==> src/sv/assert_macros.svh <==
// Assertion macros used by the converter top level
`ifndef ASSERT_MACROS_SVH
`define ASSERT_MACROS_SVH
`ifndef SYNTHESIS
`define ASSERT_CLK(label, clk, rst, prop, msg) \
   label: assert property (@(posedge clk) disable iff (rst) (prop)) else $error(msg);
`define ASSERT_ALWAYS(label, clk, prop, msg) \
   label: assert property (@(posedge clk) (prop)) else $error(msg);
`else
`define ASSERT_CLK(label, clk, rst, prop, msg)
`define ASSERT_ALWAYS(label, clk, prop, msg)
`endif
`endif

==> src/sv/hsfc_pkg.sv <==
// Shared types and constants for the half/single converter
`timescale 1ns / 1ps
package hsfc_pkg;
   localparam logic CMD_NARROW = 1'b0;
   localparam logic CMD_WIDEN  = 1'b1;
   localparam logic [11:0] ROUND_BIAS = 12'hFFF;

   // Stage 1 to stage 2 decoded item
   typedef struct packed {
      logic        cmd;
      logic        sign;
      logic [30:0] mag;
      logic        nan;       // narrow: NaN
      logic        big;       // narrow: overflow / inf / nan
      logic        tiny;      // narrow: below normal half
      logic        zero_out;  // narrow: flushes to zero
      logic [4:0]  sh;        // narrow subnormal shift 14..24 minus 14 ; widen: lead zeros
      logic [4:0]  hexp;      // widen: half exponent
      logic [9:0]  hman;      // widen: half mantissa
   } dec_type;

   // Stage 2 to stage 3 partial result
   typedef struct packed {
      logic        cmd;
      logic        sign;
      logic [31:0] base;      // result without rounding increment
      logic        inc;       // add one (narrow rounding)
   } mid_type;
endpackage

==> src/sv/hsfc_decode.sv <==
// Stage one: classify the operand
`timescale 1ns / 1ps
module hsfc_decode (
   input  logic                 cmd,
   input  logic [31:0]          operand,
   output hsfc_pkg::dec_type    dec
);
   import hsfc_pkg::*;
   logic [7:0] e;
   logic [9:0] m;
   logic [3:0] lz;
   always_comb begin
      e  = operand[30:23];
      m  = operand[9:0];
      lz = 4'd10;
      // leading zero count of the half mantissa, ten narrow steps
      for (int i = 0; i < 10; i++) begin
         if (m[i]) lz = 4'(9 - i);
      end
      dec = '0;
      dec.cmd = cmd;
      if (cmd == CMD_NARROW) begin
         dec.sign     = operand[31];
         dec.mag      = operand[30:0];
         dec.big      = (e >= 8'd143);
         dec.nan      = (operand[30:0] > 31'h7F800000);
         dec.tiny     = (e < 8'd113);
         dec.zero_out = (e <= 8'd101);
         dec.sh       = 5'(8'd112 - e);
      end else begin
         dec.sign = operand[15];
         dec.hexp = operand[14:10];
         dec.hman = m;
         dec.sh   = {1'b0, lz};
      end
   end
endmodule

==> src/sv/hsfc_shift.sv <==
// Stage two: shift, form base word and rounding increment
`timescale 1ns / 1ps
module hsfc_shift (
   input  hsfc_pkg::dec_type dec,
   output hsfc_pkg::mid_type mid
);
   import hsfc_pkg::*;
   logic [23:0] sig;
   logic [4:0]  s;
   logic [23:0] q;
   logic [23:0] rem;
   logic [23:0] half;
   logic [30:0] adj;
   logic [9:0]  nm;
   logic [7:0]  ew;
   always_comb begin
      sig  = {1'b1, dec.mag[22:0]};
      s    = dec.sh + 5'd14;
      q    = sig >> s;
      rem  = sig & ((24'd1 << s) - 24'd1);
      half = 24'd1 << (s - 5'd1);
      adj  = dec.mag - 31'(32'd112 << 23) + 31'(ROUND_BIAS);
      nm   = 10'(dec.hman << (dec.sh[3:0] + 4'd1));
      ew   = 8'd112 - 8'(dec.sh);
      mid  = '0;
      mid.cmd  = dec.cmd;
      mid.sign = dec.sign;
      if (dec.cmd == CMD_NARROW) begin
         if (dec.big) begin
            mid.base = 32'h7C00;
            if (dec.nan) mid.base[9:0] = dec.mag[22:13] | 10'h200;
         end else if (dec.tiny) begin
            if (!dec.zero_out) begin
               mid.base = 32'(q);
               mid.inc  = (rem > half) || (rem == half && q[0]);
            end
         end else begin
            mid.base = 32'(adj[30:13]);
            mid.inc  = 1'b0;
            // carry of the rounding bit into the kept bits
            if (dec.mag[13] && adj[12:0] == 13'h1FFF) mid.inc = 1'b1;
         end
      end else begin
         if (dec.hexp == 5'd31) begin
            mid.base = {9'h0FF, dec.hman, 13'd0};
            if (dec.hman != 10'd0) mid.base[22] = 1'b1;
         end else if (dec.hexp == 5'd0) begin
            if (dec.hman != 10'd0) mid.base = {1'b0, ew, nm, 13'd0};
         end else begin
            mid.base = {1'b0, 8'(dec.hexp) + 8'd112, dec.hman, 13'd0};
         end
      end
   end
endmodule

==> src/sv/half_single_float_converter.sv <==
// Top level of the half/single float converter pipeline
//
//  Channel | Ports     | tdata
//  input   | req_*     | [0] cmd, [32:1] operand, [39:33] zero
//  result  | rsp_*     | [31:0] result
//
// Three register stages (decode, shift, round); one beat per cycle
// sustained while rsp_tready is high. Reset clears the stage valid bits only.
// A stall at the result side holds each full stage up to the first empty one; empty stages still fill.
`timescale 1ns / 1ps
`include "assert_macros.svh"
module half_single_float_converter (
   input  logic        clock,
   input  logic        reset,
   input  logic        req_tvalid,
   output logic        req_tready,
   input  logic [39:0] req_tdata,   // cmd, operand, pad
   output logic        rsp_tvalid,
   input  logic        rsp_tready,
   output logic [31:0] rsp_tdata    // result
);
   import hsfc_pkg::*;

   logic    v1_ff, v2_ff, v3_ff;
   logic    v1_in, v2_in, v3_in;
   dec_type d_ff, d_in;
   mid_type m_ff, m_in;
   logic [31:0] r_ff, r_in;
   logic    en1, en2, en3;

   hsfc_decode u_dec (.cmd(req_tdata[0]), .operand(req_tdata[32:1]), .dec(d_in));
   hsfc_shift  u_sh  (.dec(d_ff), .mid(m_in));

   // advance where the next stage is free
   assign en3 = !v3_ff || rsp_tready;
   assign en2 = !v2_ff || en3;
   assign en1 = !v1_ff || en2;
   assign req_tready = en1;

   assign v1_in = en1 ? req_tvalid : v1_ff;
   assign v2_in = en2 ? v1_ff : v2_ff;
   assign v3_in = en3 ? v2_ff : v3_ff;

   // final add of the rounding increment
   always_comb begin
      r_in = m_ff.base + 32'(m_ff.inc);
      if (m_ff.cmd == CMD_NARROW) r_in = {16'd0, m_ff.sign, r_in[14:0]};
      else r_in[31] = m_ff.sign;
   end

   always_ff @(posedge clock) begin
      if (reset) begin
         v1_ff <= 1'b0;
         v2_ff <= 1'b0;
         v3_ff <= 1'b0;
      end else begin
         v1_ff <= v1_in;
         v2_ff <= v2_in;
         v3_ff <= v3_in;
      end
      if (en1) d_ff <= d_in;
      if (en2) m_ff <= m_in;
      if (en3) r_ff <= r_in;
   end

   assign rsp_tvalid = v3_ff;
   assign rsp_tdata  = r_ff;

   `ASSERT_CLK(a_hold, clock, reset, (rsp_tvalid && !rsp_tready) |=> (rsp_tvalid && $stable(rsp_tdata)), "result dropped under stall")
   `ASSERT_CLK(a_half_hi, clock, reset, (rsp_tvalid && v3_ff && !$past(m_ff.cmd) && $past(en3)) |-> (rsp_tdata[31:16] == 16'd0), "half result upper bits set")
   `ASSERT_CLK(a_ready, clock, reset, (!v1_ff && !v2_ff && !v3_ff) |-> req_tready, "empty pipe not ready")
endmodule
==> config.mk <==
export PLATFORM = sky130hd
export DESIGN_NAME = half_single_float_converter
export DESIGN_NICKNAME = d
export VERILOG_FILES = /design/src/sv/hsfc_pkg.sv /design/src/sv/hsfc_decode.sv /design/src/sv/hsfc_shift.sv /design/src/sv/half_single_float_converter.sv
export VERILOG_INCLUDE_DIRS = /design/src /design/src/sv
export SDC_FILE = /design/constraint.sdc
export NUM_CORES = 1
export LEC_CHECK = 0
export CAP_MARGIN = 10
export CELL_PAD_IN_SITES_DETAIL_PLACEMENT = 0
export CELL_PAD_IN_SITES_GLOBAL_PLACEMENT = 1
export CORE_MARGIN = 3
export CORE_UTILIZATION = 40
export DETAILED_ROUTE_END_ITERATION = 8
export DONT_BUFFER_PORTS = 1
export GPL_TIMING_DRIVEN = 0
export PLACE_DENSITY = 0.69
export REMOVE_ABC_BUFFERS = 1
export SLEW_MARGIN = 5
export SYNTH_ARGS = -nofsm -noshare
export SYNTH_HDL_FRONTEND = slang
export SYNTH_SLANG_ARGS = --single-unit
==> constraint.sdc <==
create_clock -name clock -period 5.5 [get_ports clock]
set_clock_uncertainty 0.15 [all_clocks]
set_input_delay 1.1 -clock clock [delete_from_list [all_inputs] [get_ports clock]]
set_output_delay 1.1 -clock clock [all_outputs]
set_load 0.005 [all_outputs]
==> results of run 1 <==
[metal layers]
metal	global-route usage, %	wire length [µm]	vias up
met5	0	0	-
met4	6.39	536	0
met3	4.62	2160	39
met2	31.8	11500	319
met1	31.1	12100	3510
li1	-	-	3531
[through the flow]
step	utilization (%)	cell area, µm²	setup TNS [ns]	worst slack, ns
2_1_floorplan	-	8990	0	0.0260
3_3_place_gp	41.2	9350	-2.72	-2.07
3_5_place_dp	41.7	9470	-0.574	-0.574
4_1_cts	44.3	10100	0	0.0995
5_1_grt	44.6	10100	0	0.0264
6_report	44.6	10100	0	0.274
[worst max-delay path: cells and delay by family, from the launching register on]
kind                       cells  cell delay [ns]
AOI/OAI and AO/OA              6             1.37
xor gates and xnor gates       1             0.21
adders and majority gates      2             0.62
buffers and inverters          2             0.34
DFF                            1             0.41
and+or+nand+nor                7             1.90
[kinds of logic (layout without fill, tap and decap cells)]
family,after synthesis,in the layout
compound gates,203,203
xor+xnor,60,60
fa+ha+maj,44,44
buf+inv,77,61
flops,126,126
mux,50,50
simple gates,409,409
[worst min-delay path by stage]
stage	endpoint	slack [ns]
global placement	m_ff[33]	0.26
detailed placement	m_ff[33]	0.27
floorplan	m_ff[33]	0.25
CTS	m_ff[33]	0.28
global route	m_ff[33]	0.30
finish	m_ff[33]	0.28
[state kept, by name, summed over array words and instances (netlist names)]
register / flops
d_ff: 57
rsp_tvalid: 1
m_ff: 34
rsp_tdata: 32
v2_ff: 1
v1_ff: 1
[synth_stat cells (11+ instances only)]
cell type  number  area share, %
nor2_1         77            3.1
nand3_1        49            2.6
mux2i_1        32            3.5
nand4_1        19            1.3
xor2_1         23            2.2
and2_1         45            3.0
and3_1         13           0.88
xnor2_1        35            3.3
buf_2          16           0.86
a21o_1         12           0.97
mux4_2         12            2.9
inv_1          20           0.81
nor2b_1        43            2.9
ha_1           44            5.9
nor3_1         25            1.3
a21oi_1        53            2.9
o21ai_0        46            2.5
edfxtp_1      123             40
clkbuf_1       29            1.2
nor4_1         11           0.74
nand2_1        94            3.8
[power by group through the flow]
stage | logic, W | registers (W) | clock network, W
floorplan | 0.000496 | 0.00121 | 0
global placement | 0.000664 | 0.00124 | 0
detailed placement | 0.000684 | 0.00123 | 0
CTS | 0.000704 | 0.00121 | 0.00105
global route | 0.000798 | 0.00122 | 0.00109
finish | 0.000725 | 0.00121 | 0.00103
[cell type report]
cell class	instances	area, µm²
fillers	2191	12600
multi-input cells	766	5220
flip-flops and latches	126	3750
clock buffers	19	433
well taps	285	357
repair buffers	13	185
clock inverters	9	98.8
inverters	20	75.1
[repair_timing]
action / CTS / global route
gates resized for setup: 4 / 4
endpoints found under the setup margin: 1 / 1
setup buffers: 5 / 2
==> results.md, run 1 <==
* Last element of the critical path: m_ff[0]
* Synthesized-area fraction occupied by xor and xnor cells at 5.82%
* Reg2reg path depth at 18
* Pwr dens at 292 nW/µm²
* Global-route usage over all layers at 21.3%
* Via count at roughly 7,400
* Fmax at 0.191 GHz
* Dpl hpwl at slightly below 20,000 µm
* Switching pwr at roughly 0.00089 W
* Post-Synth Adder-Cell Area at 5.93%
* Routability cong. at 0.912
* Mapped Cells at approximately 970
* Largest family of logic cells by synthesized area: simple AND/OR/NAND/NOR gates
* Hold depth at 0
* Max Cap Viol at 0
* Placed Cells at between 1,000 and 1,500
* Setup violators final at 0
* Async SR Flop Fraction at 0%
* Die width at 158 µm
* Sw Share at a little under a third
* CTS Sinks at 126
* Final Max Slew Viols at 0
* Compound-cell area share of the yosys netlist at 14.2%
* DRC errors left at 0
* CTS root buf: clkbuf_16
* EDFF count, synth at 123
* Crit-path slowest cell: or3_1
* Synth Warn # at 0
* # rows at between 50 and 60
* Crit-path max cell delay at 0.43 ns
* Clk network pwr share at 34.7%
* Commonest non-fill, non-tap cell in the layout: edfxtp_1
* Combinational share of power at 24.5%
* Drt via density at about 6.0
* Area grow syn2layout at 9.02%
* WL/cell at ~21 µm
* Reg-to-Reg Start: d_ff[16]
* Detail Route Antenna Nets at 0
* CP Class: reg2reg
* Clock-pin slew on the worst setup and hold paths at roughly 0.05 ns
* Internal power at 0.00206 W
* Die area at between 20,000 and 30,000 µm²
* Layout Nets at slightly above 1,000
* Die height at between 150 and 200 µm
* Total power draw at 0.00296 W
* Iteration-0 DRC count of the detailed router at ~790
* CP Launch Point: d_ff[16]
* Mux contribution to synthesized area at 7.09%
* CTS tree: yes
* Clock Latency Late Sink at 0.41 ns
* Bufs on Longest Clock Path at 2
* Crit Path Max Fanout at 21
* CP required at ~5.6 ns
* Worst-path cell chain: buf_4 > buf_16 > or3_1 > a211oi_2 > or2_2 > nand3_2 > ha_2 > o31ai_1 > nor2_1 > xor2_1 > and2_1 > ha_1 > nand4_1 > nor4_2 > o21ai_0 > o2111ai_1 > a221oi_1 > a311oi_1
* Final non-filler cell total at roughly 1,200
* Status: finished, final reports clean
* Hold_ws at 0.281 ns
* I/O Pins at between 70 and 80
* Vias in the first global route at 6,928
* First drt pass iteration count at 6
* Initial Util at 40.9%
* Final Cycle Share at between 90% and 100%
* Worst Path Arrival at approximately 5.3 ns
* Worst-margin pin slew at roughly 1.2 ns
* Static leakage at 3.83 nW
* First-pass GRT wire length at about 41,000 µm
* Register area share after synthesis at between 40 and 50%
* Buffers added on ports at 0
* Core area at 22,700 µm²
* Slew HR at roughly 19%
* Endpoint type of the worst setup path: flop
* # hold bufs at CTS at 0
* Final wirelength at about 26,000 µm
* FF-to-FF End: m_ff[0]
* Main synth FF type: edfxtp_1
* H-tree depth at 4
* Final hold vios at 0
* Synthesized area at roughly 9300 µm²
* Initial antenna violation count at 0
* Hold Startpoint: d_ff[55]
* RSZ-0062 raised after global routing: false
* Tmin final at around 5.2 ns
* Commonest cells after routing, fill and taps aside: edfxtp_1 (123), nand2_1 (93), nor2_1 (77)
* Min-delay worst type: reg2reg
* Num CTS Buffers at 17
* Share of cells above drive strength 1 at 8.29%
* Yosys cell types at 74
* Worst vdd ir at between 0.15 and 0.2 mV
* Syn avg cell area at 9.58 µm²
* Largest net degree at the start of global routing at 59
* Yosys reg bits at between 100 and 150
* Grt total ovfl at 0
* Flop2flop setup slack at 0.27 ns
* Post-Synth Simple-Gate Area at a little under a quarter
* Antenna cell count at 0
* Crit start category: flop
* Sequential Power Share at 40.8%
No activity file was read; power rests on OpenSTA's default activity.
==> run 2, diff against run 1 <==
--- a/config.mk
+++ b/config.mk
@@ -14,9 +14,10 @@
 export DETAILED_ROUTE_END_ITERATION = 8
 export DONT_BUFFER_PORTS = 1
 export GPL_TIMING_DRIVEN = 0
-export PLACE_DENSITY = 0.69
+export PLACE_DENSITY_LB_ADDON = 0.1
 export REMOVE_ABC_BUFFERS = 1
 export SLEW_MARGIN = 5
 export SYNTH_ARGS = -nofsm -noshare
 export SYNTH_HDL_FRONTEND = slang
+export SYNTH_HIERARCHICAL = 1
 export SYNTH_SLANG_ARGS = --single-unit
==> results.md, run 2 <==
* Status: finished, final reports clean
* Syn avg cell area at 9.63 µm² (+0.48%)
* Commonest cells after routing, fill and taps aside: edfxtp_1 (123), nand2_1 (95), nor2_1 (88)
* Final hold vios at 0 (unchanged)
* Setup violators final at 0 (unchanged)
* Fillcell total at 2,273 (+3.7%)
* Share of cells above drive strength 1 at 11.1% (+2.8 points)
* CTS root buf: clkbuf_16
* Grt total ovfl at 0 (unchanged)
* Worst vdd ir at 0.207 mV (+9.7%)
* Endpoint type of the worst setup path: flop
* First drt pass iteration count at 5 (-1)
* Mapped Cells at 1,000 (+3.2%)
* Fmax at 0.193 GHz (+0.61%)
* Die width at 161 µm (+1.8%)
* Synthesized area at 9630 µm² (+3.7%)
* Drt via density at 6.03 (+0.84%)
* Worst-margin pin slew at 1.17 ns (-0.0524 ns)
* Worst setup margin at 0.305 ns (+0.0316 ns)
* Clock Latency Late Sink at 0.42 ns (about the same)
* Sequential Power Share at 38.0% (-2.8 points)
* Iteration-0 DRC count of the detailed router at 772 (-2.4%)
* Reg area at 3750 µm² (unchanged)
* Synth Warn # at 6 (+6)
* Final wirelength at 29,100 µm (+11%)
* Pwr dens at 302 nW/µm² (+3.2%)
* Worst-path cell chain: buf_16 > inv_1 > ha_2 > buf_12 > or3_1 > o21ai_2 > a21oi_2 > a2111oi_4 > o21ai_1 > a32o_1 > ha_1 > nand4_1 > nor3_2 > and4_1 > o21ai_0 > a31oi_1 > a22o_1
* H-tree depth at 4 (unchanged)
* Num CTS Buffers at 17 (unchanged)
* Die height at 161 µm (+1.8%)
* WL/cell at 22.4 µm (+5.8%)
* Commonest non-fill, non-tap cell in the layout: edfxtp_1
* Vias in the first global route at 7,430 (+7.2%)
* Initial Util at 40.9% (about the same)
* Combinational share of power at 24.5% (about the same)
* CTS Sinks at 126 (unchanged)
* First-pass GRT wire length at 45,200 µm (+11%)
* Buffers added on ports at 0 (unchanged)
* Antenna cell count at 0 (unchanged)
* # hold bufs at CTS at 0 (unchanged)
* Area grow syn2layout at 9.93%
* CP required at 5.64 ns (+0.09 ns)
* Post-placement setup slack at -0.0435 ns (+0.530 ns)
* Global-route usage over all layers at 22.5% (+1.2 points)
* Hold_ws at 0.306 ns (+0.0258 ns)
* Combined area of the multi-input logic cells at 5500 µm² (+5.4%)
* Die area at 26,000 µm² (+3.6%)
* Static leakage at 3.86 nW (+0.76%)
* Final Max Slew Viols at 0 (unchanged)
* Crit start category: flop
* Crit-path max cell delay at 0.48 ns (+0.05 ns)
* Placed Cells at 1,260 (+4.8%)
* CTS tree: yes
* Initial antenna violation count at 0 (unchanged)
* Largest net degree at the start of global routing at 59 (unchanged)
* Detail Route Antenna Nets at 0 (unchanged)
* Crit-path slowest cell: edfxtp_1
* # rows at 56 (+1.8%)
* RSZ-0062 raised after global routing: false
* Largest register by flop count: d_ff
* Sw Share at 32.1% (+1.9 points)
* Final non-filler cell total at 1,300 (+5.0%)
* Max Cap Viol at 0 (unchanged)
* Bufs on Longest Clock Path at 2 (unchanged)
* Internal power at 0.00217 W (+5.0%)
* Dpl hpwl at 21,500 µm (+9.3%)
* Via count at 7,835 (+5.9%)
* Largest register FFs at 57 (unchanged)
* Slew HR at 22.0% (+3.5 points)
* I/O Pins at 78 (unchanged)
* CP Class: reg2reg
* Clock-pin slew on the worst setup and hold paths at 0.07 ns (+0.02 ns)
* Tmin final at 5.19 ns (-0.0316 ns)
* Crit Path Max Fanout at 37 (+76%)
* Min-delay worst type: reg2reg
* Routability cong. at 0.864 (-5.3%)
* DRC errors left at 0 (unchanged)
* Final Cycle Share at 94.4% (-0.57 points)
* Layout Nets at 1,054 (+2.1%)
* Core area at 23,500 µm² (+3.7%)
* Switching pwr at 0.00103 W (+15%)
* Worst Path Arrival at 5.33 ns (+0.05 ns)
* Clk network pwr share at 37.6% (+2.9 points)
-- run 2: cell count changes in the layout (fill, tap and decap cells not counted), moves of 9 or more --
cell,change
or4_1,+11
o21ai_1,+9
a21oi_1,+13
nor2_1,+11
mux2i_1,-10
o21ai_0,-16
and2_1,-18
o31ai_1,+10
xnor2_1,-13
-- run 2: worst max-delay path: cells and delay by family (launching register included) --
| kind | cells | cell delay, ns |
|---|---|---|
| AOI/OAI and AO/OA | 8 | 1.77 |
| and+or+nand+nor | 4 | 1.12 |
| adders and majority gates | 2 | 0.79 |
| buffers and inverters | 3 | 0.70 |
| DFF | 1 | 0.48 |
-- run 2: path summary, 6_finish.rpt --
| kind | startpoint | end | slack (ns) | cells past startpoint |
|---|---|---|---|---|
| max | d_ff[16] | m_ff[0] | 0.31 | 17 |
| max reg2reg | d_ff[16] | m_ff[0] | 0.31 | 17 |
| min reg2reg | d_ff[55] | m_ff[33] | 0.31 | 0 |
| min | d_ff[55] | m_ff[33] | 0.31 | 0 |
-- run 2: per-layer routing --
layer / vias up / wire, µm / global-route usage (%)
met5: - / 0 / 0
met4: 0 / 521 / 6.06
met3: 33 / 1360 / 2.90
met2: 276 / 13300 / 35.6
met1: 3800 / 14000 / 32.8
li1: 3726 / - / -
-- run 2: through the flow --
| stage | power (W) | util, % | TNS, ns | cell area (µm²) |
|---|---|---|---|---|
| final | 0.00319 | 44.9 | 0 | 10600 |
| after detailed placement | 0.00197 | 41.8 | -0.0435 | 9850 |
| after global placement | 0.00196 | 41.2 | -3.74 | 9700 |
| after CTS | 0.00319 | 44.5 | 0 | 10500 |
| after global routing | 0.00334 | 44.9 | 0 | 10600 |
| after floorplan | 0.00173 | - | -0.343 | 9300 |
-- run 2: power groups by stage --
stage	combinational [W]	clock (W)	sequential [W]
2_1_floorplan	0.000527	0	0.00121
3_3_place_gp	0.000707	0	0.00125
3_5_place_dp	0.000741	0	0.00123
4_1_cts	0.000747	0.00123	0.00121
5_1_grt	0.000852	0.00127	0.00122
6_report	0.000781	0.00120	0.00121
-- run 2: area by class of cell --
type,instances,share of cell area [%]
Multi-Input combinational cell,785,52.0
Clock inverter,15,1.89
Tap cell,319,3.77
Clock buffer,17,4.02
Timing Repair Buffer,13,1.99
Inverter,25,0.887
Sequential cell,126,35.5
-- run 2: what timing repair did --
action | 4_1_cts | 5_1_grt
endpoints found under the hold margin | 0 | 0
resized for setup | 1 | 4
setup buffers | 0 | 7
setup endpoints to repair | 1 | 1
pin swaps | 0 | 1
